File: config.mk
export PLATFORM = sky130hd
export DESIGN_NAME = ksd_seq
export DESIGN_NICKNAME = d
export VERILOG_FILES = /design/src/rtl/keyed_stream_descrambler_macros.svh /design/src/rtl/ksd_pkg.sv /design/src/rtl/ksd_seq.sv
export SDC_FILE = /design/constraint.sdc
export NUM_CORES = 1
export LEC_CHECK = 0
export BUFFER_PORTS_ARGS = -buffer_cell sky130_fd_sc_hd__buf_4
export CAP_MARGIN = 30
export CORE_AREA = 2 2 43 45
export DETAILED_ROUTE_END_ITERATION = 10
export DIE_AREA = 0 0 45 47
export HOLD_SLACK_MARGIN = 0.02
export PLACE_DENSITY = 0.65
export SYNTH_ARGS = -nofsm -noshare
export SYNTH_HDL_FRONTEND = slang
export SYNTH_SLANG_ARGS = --single-unit
File: constraint.sdc
create_clock -name clk -period 1.5 [get_ports clk]
set_input_delay 0.075 -clock clk [delete_from_list [all_inputs] [get_ports clk]]
set_output_delay 0.075 -clock clk [all_outputs]
set_load 0.02 [all_outputs]
File: src/rtl/keyed_stream_descrambler_macros.svh
// Assertion helpers for the descrambler top level.
// Each macro expects clk and rst in scope.
`ifndef KEYED_STREAM_DESCRAMBLER_MACROS_SVH
`define KEYED_STREAM_DESCRAMBLER_MACROS_SVH

// Same-cycle implication, disabled in reset.
`define KSD_ASSERT_NOW(label, ante, cons, msg) \
  label: assert property (@(posedge clk) disable iff (rst) (ante) |-> (cons)) \
    else $error(msg);

// Next-cycle implication, disabled in reset.
`define KSD_ASSERT_NEXT(label, ante, cons, msg) \
  label: assert property (@(posedge clk) disable iff (rst) (ante) |=> (cons)) \
    else $error(msg);

`endif

File: src/rtl/ksd_pkg.sv
`default_nettype none

package ksd_pkg;

  // Fixed constants of the scrambling scheme
  localparam logic [31:0] SEED_MASK   = 32'h5555_5555;
  localparam logic [31:0] TABLE_MULT  = 32'd39916801;
  localparam int          TABLE_DEPTH = 256;
  localparam int          ADDR_W      = 8;

  // Request function codes
  localparam logic [2:0] FUNC_SEED  = 3'd0;
  localparam logic [2:0] FUNC_WORD  = 3'd1;
  localparam logic [2:0] FUNC_HALF  = 3'd2;
  localparam logic [2:0] FUNC_BYTE  = 3'd3;
  localparam logic [2:0] FUNC_NOKEY = 3'd4;

  // Microprogram addresses
  typedef logic [3:0] step_t;
  localparam step_t STEP_IDLE = 4'd0;
  localparam step_t STEP_SEED = 4'd1;
  localparam step_t STEP_FILL = 4'd2;
  localparam step_t STEP_PASS = 4'd3;
  localparam step_t STEP_R0   = 4'd4;
  localparam step_t STEP_R1   = 4'd5;
  localparam step_t STEP_R2   = 4'd6;
  localparam step_t STEP_R3   = 4'd7;
  localparam step_t STEP_R4   = 4'd8;

  // Sequencing operation of one control word
  typedef enum logic [2:0] {
    OP_WAIT     = 3'd0,
    OP_NEXT     = 3'd1,
    OP_END      = 3'd2,
    OP_END_BYTE = 3'd3,
    OP_END_HALF = 3'd4,
    OP_LOOP     = 3'd5
  } seq_op_t;

  // Datapath controls driven by the sequencer
  typedef struct packed {
    logic       key_seed;
    logic       fill;
    logic       rd;
    logic       fold;
    logic       out_load;
    logic [1:0] byte_sel;
  } ctrl_t;

  // Datapath status seen by the sequencer
  typedef struct packed {
    logic fill_last;
    logic is_byte;
    logic is_half;
    logic out_free;
  } stat_t;

  typedef struct packed {
    seq_op_t op;
    step_t   target;
    ctrl_t   ctrl;
  } uword_t;

  // Entry point of the program for a request function
  function automatic step_t entry(input logic [2:0] f);
    step_t s;
    case (f) inside
      FUNC_SEED:                      s = STEP_SEED;
      FUNC_WORD, FUNC_HALF, FUNC_BYTE: s = STEP_R0;
      default:                        s = STEP_PASS;
    endcase
    return s;
  endfunction

  // Microcode ROM
  function automatic uword_t ucode(input step_t s);
    uword_t u;
    u = '{op: OP_END, target: STEP_IDLE, ctrl: '0};
    unique case (s)
      STEP_IDLE: u.op = OP_WAIT;
      STEP_SEED: begin
        u.op = OP_NEXT;
        u.ctrl.key_seed = 1'b1;
        u.ctrl.out_load = 1'b1;
      end
      STEP_FILL: begin
        u.op = OP_LOOP;
        u.target = STEP_FILL;
        u.ctrl.fill = 1'b1;
      end
      STEP_PASS: begin
        u.op = OP_END;
        u.ctrl.out_load = 1'b1;
      end
      STEP_R0: begin
        u.op = OP_NEXT;
        u.ctrl.out_load = 1'b1;
        u.ctrl.rd = 1'b1;
        u.ctrl.byte_sel = 2'd0;
      end
      STEP_R1: begin
        u.op = OP_END_BYTE;
        u.ctrl.fold = 1'b1;
        u.ctrl.rd = 1'b1;
        u.ctrl.byte_sel = 2'd1;
      end
      STEP_R2: begin
        u.op = OP_END_HALF;
        u.ctrl.fold = 1'b1;
        u.ctrl.rd = 1'b1;
        u.ctrl.byte_sel = 2'd2;
      end
      STEP_R3: begin
        u.op = OP_NEXT;
        u.ctrl.fold = 1'b1;
        u.ctrl.rd = 1'b1;
        u.ctrl.byte_sel = 2'd3;
      end
      STEP_R4: begin
        u.op = OP_END;
        u.ctrl.fold = 1'b1;
      end
      default: u.op = OP_END;
    endcase
    return u;
  endfunction

endpackage

`default_nettype wire

File: src/rtl/ksd_seq.sv
`default_nettype none

module ksd_seq (
  input  logic           clk,
  input  logic           rst,
  input  logic           in_acc,
  input  logic [2:0]     func,
  input  ksd_pkg::stat_t stat,
  output ksd_pkg::ctrl_t ctrl,
  output logic           idle
);

  import ksd_pkg::*;

  step_t  step;
  step_t  step_next;
  uword_t uw;

  assign uw   = ucode(step);
  assign ctrl = uw.ctrl;
  assign idle = (step == STEP_IDLE);

  // Pick the next step from the control word
  always_comb begin
    step_next = step;
    unique case (uw.op)
      OP_WAIT:     if (in_acc) step_next = entry(func);
      OP_NEXT:     step_next = step + 4'd1;
      OP_END:      step_next = STEP_IDLE;
      OP_END_BYTE: step_next = stat.is_byte ? STEP_IDLE : step + 4'd1;
      OP_END_HALF: step_next = stat.is_half ? STEP_IDLE : step + 4'd1;
      OP_LOOP:     step_next = stat.fill_last ? STEP_IDLE : uw.target;
      default:     step_next = STEP_IDLE;
    endcase
    // hold while the result register is still occupied
    if (uw.ctrl.out_load && !stat.out_free) begin
      step_next = step;
    end
  end

  always_ff @(posedge clk) begin
    if (rst) begin
      step <= STEP_IDLE;
    end else begin
      step <= step_next;
    end
  end

endmodule

`default_nettype wire

==> reports/qor.tcl <==
set qor(fp.coreArea_mm2) 0.00165
set qor(post_synth_instance_area_um2) 477
set qor(worstSetupPathType) {reg2reg}
set qor(place_hpwl_mm) 1.18
set qor(min_period_ps) 1520
set qor(initial_util_pct) 28.9
set qor(dr_total_vias) 600
set qor(synth.distinct_cells) 31
set qor(layout-area-overhead-vs-synth_pct) 88.2
set qor(global_route.usage.met3_pct) 2.69
set qor(worstHoldEndpoint) {step[2]$_SDFFE_PP0P_}
set qor(grt_first_pass_wirelength_mm) 2.42
set qor(route.detailed.drc) 0
set qor(crit_path_start_kind) {register}
set qor(die_y_um) 47
set qor(crit_required_ps) 1650
set qor(cts_buffer_depth) 2
set qor(cp_data_arrival_time_ps) 1670
set qor(status) {finished with violations}
set qor(reg2reg_from) {step[1]$_SDFFE_PP0P_}
set qor(cap_violations) 0
set qor(netlist_top_cells_area) {sky130_fd_sc_hd__dfxtp_1, sky130_fd_sc_hd__ha_1, sky130_fd_sc_hd__nor2_1, sky130_fd_sc_hd__o2bb2ai_1, sky130_fd_sc_hd__nor2_2}
set qor(final_cell_count_no_fill) 117
set qor(largest_register_ff_count) 4
set qor(postSynthRegisterBits) 4
set qor(p_leak_nw) 0.380
set qor(cts_root_buf) {sky130_fd_sc_hd__clkbuf_4}
set qor(placementRows) 15
set qor(synth_area_per_cell_um2) 7.33
set qor(power_frac_seq_pct) 10.7
set qor(yosysTopAreaCellShare_pct) 16.8
set qor(min_delay_startpoint) {rst}
set qor(critical_path_peak_fanout) 6
set qor(power_per_cell_area_mw_per_mm2) 2470
set qor(timing.reg2reg.setup_slack_ps) -20
set qor(routed_wirelength_mm) 1.58
set qor(ios) 18
set qor(tritoncts) {built}
set qor(sw_frac_of_total_pct) 44.1
set qor(post_drt_via_cell_ratio) 5.13
set qor(clk_transition_reported_paths_ps) 40
set qor(timing_worst_slew_pin_value_ps) 343
set qor(clock_power_share_pct) 5.7
set qor(global_router_s_overall_resource_usage_pct) 16.0
set qor(worst_hold_class) {in2reg}
set qor(slew_headroom_pct) 77.1
set qor(max-vdd-ir-drop_mv) 0.929
set qor(worstHoldPathCells) 3
set qor(antenna_cells_inserted) 0
set qor(p_sw_mw) 0.976
set qor(place_inst) 111
set qor(finalSetupViolCount) 2
set qor(insertion_delay_ps) 230
set qor(die_area_mm2) 0.00212
set qor(fmax_mhz) 657
set qor(clock_skew_ps) 2.67
set qor(largest-register) {step}
set qor(numPortBuffers) 17
set qor(global_route.overflow_total) 0
set qor(most_crowded_layer_gr) {met2}
set qor(worst_slack_ps) -22.5
set qor(power.combinational.fraction_pct) 83.6
set qor(htreeDepth) 1
set qor(largest_registers) {step (4)}
set qor(timing_max_transition_violations_final) 0
set qor(gr-usage-met2_pct) 27.4
set qor(post_cts_hold_buffer_count) 0
set qor(final_antenna_net_count) 0
set qor(p_int_mw) 1.24
set qor(gpl.final_weighted_congestion) 0.862
set qor(critical_path.endpoint_type) {register}
set qor(design.final.nets) 116
set qor(dr.first_iter.drc_count) 7
set qor(mappedNetlistNets) 79
set qor(cts_inserted_buffers) 3
set qor(maximum_number_of_pins_on_one_net_before_global_route_repair) 10
set qor(clock_sink_count) 4
set qor(ff2ff_path_depth) 7
set qor(die_w_um) 45
set qor(detailedRoute.firstPassIterationCount) 2
set qor(seq_area_frac_synth_pct) 16.8
set qor(netlist_instances) 65
set qor(finish.utilization_pct) 54.3
set qor(violations) {negative setup slack}
set qor(period_share_pct) 102
set qor(grt_setup_unrepaired) {yes}
set qor(synth_warn) 0
set qor(worstReg2RegEnd) {step[1]$_SDFFE_PP0P_}
set qor(first_global_vias) 594
set qor(grt_util_met1_pct) 18.2
set qor(grt_antenna_before_repair) 0
set qor(routedWlPerCell_um) 13.5
set qor(fraction_of_layout_cells_with_a_size_suffix_above_1_pct) 64.0
set qor(number_of_endpoints_with_negative_hold_slack_in_the_final_report) 0
set qor(netlist.top_cell.by_area) {sky130_fd_sc_hd__dfxtp_1}
[cell type report]
type,instances,area [µm²]
Fill cell,158,754
Timing Repair Buffer,36,293
Inverter,5,21.3
Tap cell,17,21.3
Clock buffer,3,22.5
Multi-Input combinational cell,52,450
Sequential cell,4,88.8
[cells by family (layout without fill, tap and decap cells)]
group                    count (synthesis)  in the layout  synth area share [%]
AND/OR/NAND/NOR                         28             28                  30.7
adder cells (fa/ha/maj)                  4              4                  10.5
AO/OA/AOI/OAI                           20             20                  32.0
buffers and inverters                    9             44                  9.97
flip-flops                               4              4                  16.8
[worst max-delay path, stage by stage (launching register included)]
cell and delay (ps):
sky130_fd_sc_hd__dfxtp_4 370, sky130_fd_sc_hd__inv_4 50, sky130_fd_sc_hd__ha_4 180, sky130_fd_sc_hd__nand2b_4 130, sky130_fd_sc_hd__a2bb2oi_1 130, sky130_fd_sc_hd__o21a_1 210
sky130_fd_sc_hd__o31a_1 250, sky130_fd_sc_hd__o2bb2ai_1 120
[layout by cell type (no fill, tap or decap), types with 2 or more instances in the layout]
cell type / synthesis / routed
sky130_fd_sc_hd__o21a_1: 2 / 2
sky130_fd_sc_hd__a21oi_1: 3 / 2
sky130_fd_sc_hd__and2_1: 3 / 3
sky130_fd_sc_hd__o22ai_2: 0 / 2
sky130_fd_sc_hd__clkbuf_4: 0 / 3
sky130_fd_sc_hd__o2bb2ai_1: 3 / 3
sky130_fd_sc_hd__a21oi_2: 1 / 2
sky130_fd_sc_hd__buf_4: 1 / 30
sky130_fd_sc_hd__ha_4: 0 / 3
sky130_fd_sc_hd__inv_1: 5 / 3
sky130_fd_sc_hd__nor2_4: 0 / 2
sky130_fd_sc_hd__nand2_1: 6 / 6
sky130_fd_sc_hd__dfxtp_4: 0 / 2
sky130_fd_sc_hd__nor2_2: 4 / 3
sky130_fd_sc_hd__buf_6: 1 / 6
sky130_fd_sc_hd__nor2_1: 7 / 6
[through the flow]
step / TNS [ps] / hold slack, ps / power [mW] / area (µm²) / setup WS, ps
2_1_floorplan: 0 / 249 / 1.09 / 498 / 3.38
3_3_place_gp: -299 / 368 / 1.71 / 729 / -97.2
3_5_place_dp: -314 / 377 / 1.72 / 729 / -101
4_1_cts: -18.7 / 128 / 2.11 / 856 / -18.7
5_1_grt: -359 / 135 / 2.38 / 897 / -84.3
6_report: -25.1 / 137 / 2.21 / 897 / -22.5
[timing repair]
item	4_1_cts	5_1_grt
pin swaps	6	5
endpoints found under the hold margin	0	0
setup endpoints to repair	8	7
setup buffers	2	1
gates resized for setup	20	8
[cells in the mapped netlist (all sizes together)]
cell type,number
dfxtp,4
o21bai,1
o2bb2ai,3
and2,3
o21a,2
nand4,1
o32a,1
nand2b,2
o31a,1
a21oi,4
a311o,1
buf,3
o22ai,2
o21ai,1
o2111ai,1
ha,4
a2bb2oi,2
nand2,7
a22oi,1
and3,1
nor4,1
nand3,1
nor3,1
nor2,11
inv,5
clkbuf,1
[routing by layer]
layer | part of all wire (%) | routed length, µm
met5 | 0 | 0
met3 | 5.0 | 79
met4 | 2.3 | 37
met2 | 50 | 790
met1 | 43 | 672
[power by group through the flow]
stage	clock network [mW]	logic (mW)	registers, mW
after CTS	0.136	1.74	0.235
after detailed placement	0	1.51	0.209
after global routing	0.141	2.00	0.244
after floorplan	0	0.900	0.187
final	0.127	1.85	0.237
after global placement	0	1.50	0.209
[how the worst max path moves through the flow]
stage | from | endpoint | depth (start not counted)
CTS | step[1]$_SDFFE_PP0P_ | step[1]$_SDFFE_PP0P_ | 7
floorplan | step[1]$_SDFFE_PP0P_ | step[0]$_SDFFE_PP0P_ | 8
detailed placement | step[0]$_SDFFE_PP0P_ | step[0]$_SDFFE_PP0P_ | 7
global placement | step[0]$_SDFFE_PP0P_ | step[1]$_SDFFE_PP0P_ | 7
finish | step[1]$_SDFFE_PP0P_ | step[1]$_SDFFE_PP0P_ | 7
global route | step[1]$_SDFFE_PP0P_ | step[1]$_SDFFE_PP0P_ | 7
Note: power is estimated with default switching activity, not from simulation.
